## src/hdl/fhd_pkg.sv

```systemverilog
package fhd_pkg;

  // One raw byte of the incoming frame.
  typedef struct packed {
    logic [7:0] in_byte;
    logic       in_last;
  } in_item_t;

  // One result: a path byte, a data byte or the closing frame summary.
  typedef struct packed {
    logic [1:0]  kind;
    logic [7:0]  out_byte;
    logic [31:0] request_id;
    logic [31:0] frame_id;
    logic [63:0] session_id;
    logic [7:0]  flag_bits;
    logic [7:0]  status_code;
    logic [15:0] path_length;
    logic [2:0]  error_code;
    logic        out_last;
  } out_item_t;

  // Write strobes from the parser into the result queue.
  typedef struct packed {
    logic first;
    logic second;
  } push_t;

  // Result kinds.
  localparam logic [1:0] KindPath    = 2'd0;
  localparam logic [1:0] KindData    = 2'd1;
  localparam logic [1:0] KindSummary = 2'd2;

  // Frame error codes, in the order the checks are applied.
  localparam logic [2:0] ErrOk        = 3'd0;
  localparam logic [2:0] ErrShort     = 3'd1;
  localparam logic [2:0] ErrMagic     = 3'd2;
  localparam logic [2:0] ErrVersion   = 3'd3;
  localparam logic [2:0] ErrSize      = 3'd4;
  localparam logic [2:0] ErrBodyShort = 3'd5;
  localparam logic [2:0] ErrPathLong  = 3'd6;

  // Frame layout.
  localparam logic [31:0] MagicWord   = 32'h666D_7870;
  localparam logic [4:0]  PosVersion  = 5'd4;
  localparam logic [4:0]  PosSize     = 5'd5;
  localparam logic [4:0]  PosRid      = 5'd9;
  localparam logic [4:0]  PosFid      = 5'd13;
  localparam logic [4:0]  PosSsid     = 5'd17;
  localparam logic [4:0]  PosFlags    = 5'd25;
  localparam logic [4:0]  PosStatus   = 5'd26;
  localparam logic [4:0]  PosPathLen  = 5'd27;
  localparam logic [4:0]  FullHdrLen  = 5'd29;
  localparam logic [31:0] HdrLen      = 32'd9;
  localparam logic [31:0] BodyHdrLen  = 32'd20;
  localparam logic [31:0] CountMax    = 32'hFFFF_FFFF;
  localparam logic [7:0]  VersionInit = 8'd1;

endpackage

```

## src/hdl/fhd_parser.sv

```systemverilog
module fhd_parser (
  input  logic                clk_i,
  input  logic                rst_ni,
  input  logic                take_i,
  input  fhd_pkg::in_item_t   item_i,
  input  logic [7:0]          version_i,
  output fhd_pkg::push_t      push_o,
  output fhd_pkg::out_item_t  res0_o,
  output fhd_pkg::out_item_t  res1_o
);

  logic [31:0] count_q, count_d;
  logic        magic_ok_q, magic_ok_d;
  logic        version_ok_q, version_ok_d;
  logic [31:0] size_q, size_d;
  logic [31:0] rid_q, rid_d;
  logic [31:0] fid_q, fid_d;
  logic [63:0] ssid_q, ssid_d;
  logic [7:0]  flags_q, flags_d;
  logic [7:0]  status_q, status_d;
  logic [15:0] path_len_q, path_len_d;

  logic        in_hdr;
  logic [4:0]  pos;
  logic [4:0]  off_size, off_rid, off_fid, off_ssid, off_path;
  logic [7:0]  b;
  logic [7:0]  magic_byte;
  logic        is_payload;
  logic        is_path;
  logic [2:0]  err;
  logic [31:0] body;
  logic [31:0] body_need;

  assign b        = item_i.in_byte;
  assign pos      = count_q[4:0];
  assign in_hdr   = (count_q[31:5] == 27'd0) && (pos < fhd_pkg::FullHdrLen);
  assign off_size = pos - fhd_pkg::PosSize;
  assign off_rid  = pos - fhd_pkg::PosRid;
  assign off_fid  = pos - fhd_pkg::PosFid;
  assign off_ssid = pos - fhd_pkg::PosSsid;
  assign off_path = pos - fhd_pkg::PosPathLen;
  assign is_payload = !in_hdr;

  // Magic byte expected at header positions zero to three.
  assign magic_byte = fhd_pkg::MagicWord[{~pos[1:0], 3'b000} +: 8];

  // A payload byte is a path byte while fewer body bytes than the declared path length
  // followed the header.
  assign is_path = {1'b0, count_q} < (33'(fhd_pkg::FullHdrLen) + 33'(path_len_q));

  // Header field capture; every header byte lands in exactly one field.
  always_comb begin
    magic_ok_d   = magic_ok_q;
    version_ok_d = version_ok_q;
    size_d       = size_q;
    rid_d        = rid_q;
    fid_d        = fid_q;
    ssid_d       = ssid_q;
    flags_d      = flags_q;
    status_d     = status_q;
    path_len_d   = path_len_q;
    if (in_hdr) begin
      if (pos < fhd_pkg::PosVersion) begin
        if (b != magic_byte) begin
          magic_ok_d = 1'b0;
        end
      end else if (pos == fhd_pkg::PosVersion) begin
        version_ok_d = (b == version_i);
      end else if (pos < fhd_pkg::PosRid) begin
        size_d[{off_size[1:0], 3'b000} +: 8] = b;
      end else if (pos < fhd_pkg::PosFid) begin
        rid_d[{off_rid[1:0], 3'b000} +: 8] = b;
      end else if (pos < fhd_pkg::PosSsid) begin
        fid_d[{off_fid[1:0], 3'b000} +: 8] = b;
      end else if (pos < fhd_pkg::PosFlags) begin
        ssid_d[{off_ssid[2:0], 3'b000} +: 8] = b;
      end else if (pos == fhd_pkg::PosFlags) begin
        flags_d = b;
      end else if (pos == fhd_pkg::PosStatus) begin
        status_d = b;
      end else begin
        path_len_d[{off_path[0], 3'b000} +: 8] = b;
      end
    end
  end

  // Byte counter saturates at its maximum.
  assign count_d = (count_q == fhd_pkg::CountMax) ? count_q : count_q + 32'd1;

  // Frame checks on the count that includes the final byte.
  assign body      = count_d - fhd_pkg::HdrLen;
  assign body_need = fhd_pkg::BodyHdrLen + 32'(path_len_d);

  always_comb begin
    if (count_d < fhd_pkg::HdrLen) begin
      err = fhd_pkg::ErrShort;
    end else if (!magic_ok_d) begin
      err = fhd_pkg::ErrMagic;
    end else if (!version_ok_d) begin
      err = fhd_pkg::ErrVersion;
    end else if (size_d != body) begin
      err = fhd_pkg::ErrSize;
    end else if (body < fhd_pkg::BodyHdrLen) begin
      err = fhd_pkg::ErrBodyShort;
    end else if (body_need > body) begin
      err = fhd_pkg::ErrPathLong;
    end else begin
      err = fhd_pkg::ErrOk;
    end
  end

  // Result assembly: a payload byte first, then the summary on the last byte.
  fhd_pkg::out_item_t payload_res, summary_res;

  always_comb begin
    payload_res          = '0;
    payload_res.kind     = is_path ? fhd_pkg::KindPath : fhd_pkg::KindData;
    payload_res.out_byte = b;

    summary_res             = '0;
    summary_res.kind        = fhd_pkg::KindSummary;
    summary_res.request_id  = rid_d;
    summary_res.frame_id    = fid_d;
    summary_res.session_id  = ssid_d;
    summary_res.flag_bits   = flags_d;
    summary_res.status_code = status_d;
    summary_res.path_length = path_len_d;
    summary_res.error_code  = err;
    summary_res.out_last    = 1'b1;
  end

  always_comb begin
    push_o.first  = take_i && (is_payload || item_i.in_last);
    push_o.second = take_i && is_payload && item_i.in_last;
    res0_o        = is_payload ? payload_res : summary_res;
    res1_o        = summary_res;
  end

  // Frame state; the last byte returns everything to its start values.
  always_ff @(posedge clk_i or negedge rst_ni) begin
    if (!rst_ni) begin
      count_q      <= '0;
      magic_ok_q   <= 1'b1;
      version_ok_q <= 1'b1;
      size_q       <= '0;
      rid_q        <= '0;
      fid_q        <= '0;
      ssid_q       <= '0;
      flags_q      <= '0;
      status_q     <= '0;
      path_len_q   <= '0;
    end else if (take_i) begin
      if (item_i.in_last) begin
        count_q      <= '0;
        magic_ok_q   <= 1'b1;
        version_ok_q <= 1'b1;
        size_q       <= '0;
        rid_q        <= '0;
        fid_q        <= '0;
        ssid_q       <= '0;
        flags_q      <= '0;
        status_q     <= '0;
        path_len_q   <= '0;
      end else begin
        count_q      <= count_d;
        magic_ok_q   <= magic_ok_d;
        version_ok_q <= version_ok_d;
        size_q       <= size_d;
        rid_q        <= rid_d;
        fid_q        <= fid_d;
        ssid_q       <= ssid_d;
        flags_q      <= flags_d;
        status_q     <= status_d;
        path_len_q   <= path_len_d;
      end
    end
  end

endmodule

```

## src/hdl/fhd_queue.sv

```systemverilog
module fhd_queue #(
  parameter int Depth = 4
) (
  input  logic                clk_i,
  input  logic                rst_ni,
  input  fhd_pkg::push_t      push_i,
  input  fhd_pkg::out_item_t  res0_i,
  input  fhd_pkg::out_item_t  res1_i,
  output logic                room_o,
  output logic                out_valid_o,
  input  logic                out_stall_i,
  output fhd_pkg::out_item_t  out_item_o
);

  localparam int PtrW = (Depth > 1) ? $clog2(Depth) : 1;
  localparam int CntW = $clog2(Depth + 1);
  localparam logic [PtrW-1:0] PtrLast = PtrW'(Depth - 1);
  localparam logic [CntW-1:0] RoomMax = CntW'(Depth - 2);

  fhd_pkg::out_item_t mem_q [Depth];

  logic [PtrW-1:0] wr_q, wr_d, rd_q, rd_d, wr_next;
  logic [CntW-1:0] cnt_q, cnt_d;
  logic            pop;
  logic [1:0]      n_push;

  function automatic logic [PtrW-1:0] ptr_inc(input logic [PtrW-1:0] p);
    ptr_inc = (p == PtrLast) ? '0 : p + PtrW'(1);
  endfunction

  assign wr_next     = ptr_inc(wr_q);
  assign out_valid_o = (cnt_q != '0);
  assign out_item_o  = mem_q[rd_q];
  assign pop         = out_valid_o && !out_stall_i;
  assign room_o      = (cnt_q <= RoomMax);
  assign n_push      = {1'b0, push_i.first} + {1'b0, push_i.second};

  // Pointer and fill count update.
  always_comb begin
    wr_d = wr_q;
    if (push_i.second) begin
      wr_d = ptr_inc(wr_next);
    end else if (push_i.first) begin
      wr_d = wr_next;
    end
    rd_d  = pop ? ptr_inc(rd_q) : rd_q;
    cnt_d = cnt_q + CntW'(n_push) - CntW'(pop);
  end

  always_ff @(posedge clk_i or negedge rst_ni) begin
    if (!rst_ni) begin
      wr_q  <= '0;
      rd_q  <= '0;
      cnt_q <= '0;
    end else begin
      wr_q  <= wr_d;
      rd_q  <= rd_d;
      cnt_q <= cnt_d;
    end
  end

  // Result storage; the second result of a byte goes in the following slot.
  always_ff @(posedge clk_i) begin
    if (push_i.first) begin
      mem_q[wr_q] <= res0_i;
    end
    if (push_i.second) begin
      mem_q[wr_next] <= res1_i;
    end
  end

endmodule

```

## src/hdl/frame_header_deframer_core.sv

```systemverilog
// The results of a transferred byte are registered in the result queue.
// Throughput: one byte per cycle while the queue has room; the final byte of a frame
// that carries payload yields two results, which leave the result queue in order.
// The input stalls only when the result queue has fewer than two free slots.
// Reset (rst_ni low, asynchronous) empties the queue, clears the frame state
// and sets the expected version to one.
module frame_header_deframer_core #(
  parameter int QueueDepth = 4
) (
  input  logic                clk_i,
  input  logic                rst_ni,
  input  logic                in_valid_i,
  output logic                in_stall_o,
  input  fhd_pkg::in_item_t   in_item_i,
  output logic                out_valid_o,
  input  logic                out_stall_i,
  output fhd_pkg::out_item_t  out_item_o,
  input  logic                cfg_valid_i,
  output logic                cfg_ready_o,
  input  logic [7:0]          cfg_data_i
);

  logic [7:0]         version_q;
  logic               take;
  logic               room;
  fhd_pkg::push_t     push;
  fhd_pkg::out_item_t res0, res1;

  assign cfg_ready_o = 1'b1;
  assign in_stall_o  = !room;
  assign take        = in_valid_i && room;

  // Expected version register.
  always_ff @(posedge clk_i or negedge rst_ni) begin
    if (!rst_ni) begin
      version_q <= fhd_pkg::VersionInit;
    end else if (cfg_valid_i && cfg_ready_o) begin
      version_q <= cfg_data_i;
    end
  end

  fhd_parser u_parser (
    .clk_i     (clk_i),
    .rst_ni    (rst_ni),
    .take_i    (take),
    .item_i    (in_item_i),
    .version_i (version_q),
    .push_o    (push),
    .res0_o    (res0),
    .res1_o    (res1)
  );

  fhd_queue #(
    .Depth (QueueDepth)
  ) u_queue (
    .clk_i       (clk_i),
    .rst_ni      (rst_ni),
    .push_i      (push),
    .res0_i      (res0),
    .res1_i      (res1),
    .room_o      (room),
    .out_valid_o (out_valid_o),
    .out_stall_i (out_stall_i),
    .out_item_o  (out_item_o)
  );

endmodule
```

## config.mk

```make
export PLATFORM = sky130hd
export DESIGN_NAME = frame_header_deframer_core
export DESIGN_NICKNAME = d
export VERILOG_FILES = /design/src/hdl/fhd_pkg.sv /design/src/hdl/fhd_parser.sv /design/src/hdl/fhd_queue.sv /design/src/hdl/frame_header_deframer_core.sv
export SDC_FILE = /design/constraint.sdc
export NUM_CORES = 2
export LEC_CHECK = 0
export ABC_AREA = 1
export BUFFER_PORTS_ARGS = -buffer_cell sky130_fd_sc_hd__clkbuf_2
export CORE_MARGIN = 3
export CORE_UTILIZATION = 34
export CTS_BUF_LIST = sky130_fd_sc_hd__clkbuf_4
export CTS_CLUSTER_DIAMETER = 120
export DETAILED_ROUTE_END_ITERATION = 8
export GPL_ROUTABILITY_DRIVEN = 1
export MAX_ROUTING_LAYER = met4
export SLEW_MARGIN = 20
export SYNTH_ARGS = -nofsm -noshare
export SYNTH_HDL_FRONTEND = slang
export SYNTH_SLANG_ARGS = --single-unit
```

## constraint.sdc

```tcl
create_clock -name clk_i -period 8.3 [get_ports clk_i]
set_clock_uncertainty 0.2 [all_clocks]
set_input_delay 1.66 -clock clk_i [delete_from_list [all_inputs] [get_ports clk_i]]
set_output_delay 1.66 -clock clk_i [all_outputs]
set_load 0.03 [all_outputs]
```

; ---- Word level (Yosys, flattened, before mapping)
; Memories as Yosys holds them, arrays and structs flattened.
; Cells that the tools add are included.
[totals]
reg_bits = 241
ramBits = 696
inputBits = 22
word_cells = 168
n_memories = 1
[memory_table]
columns = name, depth, width, rd, rd_ports_with_merged_regs, wr, line_no
row1 = u_queue.mem_q, 4, 174, 1, 0, 2, fhd_queue.sv:20  ; fhd_pkg::out_item_t mem_q [Depth];
[classes]
n_addsub = 20
order_cmp = 11
eq_ne = 10
n_shift = 11
mux = 87
n_bitwise = 1
n_reduce_logical = 13
[ops]
columns = cell, count
row1 = two-way mux 32 bit, 20
row2 = two-way mux 64 bit, 8
row3 = two-way mux 174 bit, 1
row4 = two-way mux 16 bit, 10
row5 = two-way mux 8 bit, 19
row6 = bitwise mux 32 bit, 3
row7 = "variable shift 8 x 7 -> 32 bit, first input constant", 3
row8 = variable part select 8 x 7 -> 32 bit, 3
row9 = bitwise mux 64 bit, 1
row10 = "variable shift 8 x 8 -> 64 bit, first input constant", 1
row11 = variable part select 8 x 8 -> 64 bit, 1
row12 = "adder 5 x 16 -> 17 bit, first input constant", 2
row13 = "adder 32 x 1 -> 32 bit, second input constant", 1
row14 = "== test 32 bit, second input constant", 1
row15 = greater-than comparator 32 bit, 1
row16 = < comparator 32 x 17 -> 1 bit, 1
row17 = "< comparator 32 x 4 -> 1 bit, second input constant", 1
row18 = "< comparator 32 x 5 -> 1 bit, second input constant", 1
row19 = != test 32 bit, 1
row20 = "variable part select 32 x 6 -> 8 bit, first input constant", 1
row21 = "subtractor 32 x 4 -> 32 bit, second input constant", 1
row22 = zero test 27 bit, 1
row23 = negation 5 -> 7 bit, 3
row24 = two-way mux 3 bit, 6
row25 = 29 further kinds, 62

; ---- Depth between registers and ports, before layout
[depth]
word_depth = 22
mapped_depth = 34

; ---- By module
; Synthesis repeated with hierarchy kept, for this count alone.
[hier_totals]
cells_unflattened = 6968
hier_area_um2 = 55961.2
[by_module_without_submodules]
columns = mod, instances, cells_each, area_each_um2
row1 = fhd_queue, 1, 3816, 36407.4
row2 = fhd_parser, 1, 3113, 19224.7
row3 = frame_header_deframer_core, 1, 39, 329.1

; ---- Worst setup path before layout
; No wires, ideal clock.
[synth_timing]
path_kind = input-to-reg
startpoint = input port in_valid_i
endpoint = memory u_queue.mem_q[0][120] in the netlist's numbering, data pin
setup_time_ns = 0.202
t_arrival_ns = 7.519
required_ns = 7.898
slack_ns = 0.380
stages = 8
path_buffers = 0
path_cell_list = nand2_1 inv_1 o21ai_1 nor2_1 inv_1 nand2_1 clkinv_1 o22ai_1
[synth_lines]
columns = item, line_no
row1 = from (decl), frame_header_deframer_core.sv:12  ; input logic in_valid_i,
row2 = to (decl), fhd_queue.sv:20

==> flow_summary.ini <==
[critical_path]
reg2reg_from = u_parser.count_q[29]$_DFFE_PN0P_
r2r-end = u_queue.mem_q[1][2]$_DFFE_PP_
worstPathRequired_ps = 9150
r2r_cells = 30
rrSetupSlack_ps = 2000
critical_path_depth = 30
slowest_delay_ps = 700
crit_buf_inv = 4
start_kind = flop
crit_slowest_cell = o21ai_1
arrival_ps = 7150
critPathCaptureType = flop
crit_end = u_queue.mem_q[1][2]$_DFFE_PP_
startpoint = u_parser.count_q[29]$_DFFE_PN0P_
critical_path.max_fanout = 34
setup.worst_path.class = reg -> reg
path_delay_family = simple AND/OR/NAND/NOR gates

[sta]
worst_pin_slew_ps = 1140
fmax_mhz = 159
hold_viol = 0
fin_crit_sh_pct = 75.9
rsz0062_at_grt = no
period_needed_ps = 6300
fin_tns_setup_ps = 0
finalSetupViolations = 0
slew_violations = 0
slew-limit-headroom_pct = 24.0

[die]
start_util_pct = 34.4
ios = 199
row_count = 133
die_w_um = 371
die_h_um = 371
core-area_um2 = 132000
die-area_um2 = 138000

[layout]
nets = 5363
drive_above_1_share_pct = 14.1
fillers = 13261
area_growth_pct = 13.1

[synthesis]
synthCells = 5076
postSynthAreaPerCell_um2 = 8.93
ys_warn_count = 0
synth_edf_count = 652
synthFlopType = edfxtp_1
syn_nets = 5152
synth_cell_types = 51
syn_area_um2 = 45300
yosysSeqAreaShare_pct = 58.3
synth-seq-cells = 933
synthArstFlopShare_pct = 25.8

[routing]
drt_iter0_markers = 4077
vias_per_cell = 5.26
vias = 38186
post_drt_wl_per_cell_um = 21.4
wl_um = 155000
antenna_left = 0
dr.pass1.iters = 8
drc = 0

[worst_hold_path]
hold_path.class = reg -> reg

[clocking]
clk_latency_ps = 1190
clk_pin_slew_ps = 70
cts_buffers = 237
post_cts_resize_count = 0
cts_tree = yes
cts.sinks = 933
cts_setup_buffers = 0
cts.path.max_buffers = 3
cts-htree-levels = 4
hold_buffers = 0
cts_root_buf = clkbuf_4

[global_route]
antenna_found_initial = 14
grt_pass1_vias = 36463
overflow = 0
grt_pass1_wl_um = 231000
grt_max_degree = 185
track_usage_pct = 22.9

[placement]
dp_hpwl_um = 99000
gp_congestion = 0.941
port_buffers = 197

[power]
power_density_nw_per_um2 = 423
leakagePower_nw = 20.0
power.total_w = 0.0217
vdd_drop_max_uv = 260

[status]
outcome = completed

[run]
drv_cap = 0
[worst register-to-register path, delay by kind of cell, from the launching register on]
kind,cells,cell delay (ps)
flops,1,430
xor+xnor,1,150
compound gates,3,950
buf+inv,4,630
simple gates,20,3250
fa+ha+maj,2,530
[stage by stage]
| step | instances | util, % | hold slack (ps) | setup WS [ps] | cell area, um^2 |
|---|---|---|---|---|---|
| finish | 7263 | 38.8 | 253 | 2000 | 51300 |
| CTS | 7254 | 38.8 | 167 | 2030 | 51200 |
| floorplan | 5076 | - | 222 | 380 | 45300 |
| global route | 7262 | 38.8 | 221 | 1380 | 51300 |
| detailed placement | 6803 | 36.4 | 237 | 2100 | 48000 |
| global placement | 6803 | 36.4 | 233 | 2160 | 48000 |
[report_power, final]
group          total [W]  internal [W]  switching, W
Combinational     0.0111       0.00265       0.00842
Sequential       0.00655       0.00611      0.000440
Clock            0.00409       0.00212       0.00197
[logic make-up after synthesis]
| kind of cell | after synthesis | synth area share, % |
|---|---|---|
| fa+ha+maj | 54 | 1.52 |
| buf+inv | 735 | 6.27 |
| compound gates | 1044 | 12.5 |
| xor+xnor | 48 | 0.927 |
| other cells | 1 | 0.00827 |
| flops | 933 | 58.3 |
| mux | 14 | 0.345 |
| simple gates | 2247 | 20.2 |
[cells in the final DEF (no fill, tap or decap), types with 4 or more instances in the layout]
master	count
dfxtp_1	40
edfxtp_1	652
nor2_2	18
a211oi_1	6
nor2_1	1151
xnor2_1	4
nand2_1	777
clkinv_1	54
diode_2	9
inv_2	13
nand3b_1	5
o21ai_2	5
buf_4	44
inv_6	4
dfrtp_1	236
nand2_2	18
a21oi_1	66
clkbuf_2	196
nor4_1	7
nand3_2	8
nand3_1	164
buf_12	8
nor3_2	6
nand2_4	11
nand4_1	36
clkinv_2	12
xor2_1	44
o21ai_1	10
nor2_4	9
o211ai_1	5
o22ai_1	297
o21ai_0	642
clkbuf_4	375
inv_1	437
ha_1	52
or2_2	8
mux2_2	13
clkinvlp_4	4
nor3_1	25
[state kept, by name, indices dropped and copies added, names as in the netlist]
signal / flops
u_parser.size_q: 32
u_parser.status_q: 8
u_parser.ssid_q: 64
u_parser.flags_q: 8
u_parser.path_len_q: 16
u_parser.fid_q: 32
version_q: 8
u_parser.magic_ok_q: 1
u_parser.rid_q: 32
u_parser.count_q: 32
u_queue.cnt_q: 3
u_queue.mem_q: 692
u_queue.rd_q: 2
u_queue.wr_q: 2
u_parser.version_ok_q: 1
[how the worst min path moves through the flow]
stage,depth (start not counted),slack [ps],start,endpoint
floorplan,2,220,u_queue.mem_q[1][0]$_SDFFE_PP1P_,u_queue.mem_q[1][0]$_SDFFE_PP1P_
global placement,2,230,u_queue.mem_q[2][166]$_SDFFE_PP0P_,u_queue.mem_q[2][166]$_SDFFE_PP0P_
detailed placement,2,240,u_queue.mem_q[1][0]$_SDFFE_PP1P_,u_queue.mem_q[1][0]$_SDFFE_PP1P_
CTS,1,170,rst_ni,u_parser.rid_q[21]$_DFFE_PN0P_
global route,1,220,rst_ni,u_parser.rid_q[25]$_DFFE_PN0P_
finish,2,250,u_queue.mem_q[1][0]$_SDFFE_PP1P_,u_queue.mem_q[1][0]$_SDFFE_PP1P_
[layout make-up]
cell class                      instances  area (um^2)  share of cell area, %
Sequential cell                       933        26400                   51.5
Timing Repair Buffer                  249         1490                   2.90
Multi-Input combinational cell       3408        16200                   31.6
Clock inverter                         76          405                  0.791
Tap cell                             1755         2200                   4.28
Antenna cell                            9         22.5                 0.0439
Clock buffer                          375         2820                   5.49
Inverter                              458         1740                   3.39
[synthesized netlist by cell type (2+ instances only)]
cell type	n	share of area, %
or2_2	8	0.11
buf_6	5	0.12
o21ai_1	10	0.11
nor3_2	6	0.13
ha_1	52	1.4
nand2_1	783	6.5
dfxtp_1	40	1.8
o22ai_1	297	4.1
dfrtp_1	238	13
a21oi_1	69	0.76
buf_2	15	0.17
a211oi_1	6	0.099
fa_1	2	0.088
nor2_2	18	0.25
buf_1	11	0.091
nand3_1	164	1.8
mux2_2	13	0.32
nand4_1	36	0.50
xor2_1	44	0.85
o211ai_1	5	0.083
edfxtp_1	652	43
nor2_1	1151	9.5
a21o_1	2	0.033
clkinv_1	4	0.033
dfstp_2	3	0.17
inv_1	442	3.7
a31oi_1	2	0.028
nand3b_1	5	0.083
nor3_1	25	0.28
clkbuf_1	241	2.0
inv_2	12	0.099
nand2_4	7	0.17
buf_4	4	0.066
o21ai_0	642	7.1
xnor2_1	4	0.077
nand3_2	8	0.18
nor4_1	8	0.11
nand2_2	17	0.23
o21ai_2	5	0.097
nor2_4	9	0.22
[per-layer routing]
| layer | global-route usage [%] | part of all wire, % | up-vias |
|---|---|---|---|
| li1 | - | - | 17681 |
| met3 | 5.06 | 8.7 | 257 |
| met5 | - | 0 | - |
| met2 | 34.9 | 46 | 1616 |
| met4 | 8.21 | 3.3 | 0 |
| met1 | 30.0 | 42 | 18632 |
No activity file was read; power rests on OpenSTA's default activity.
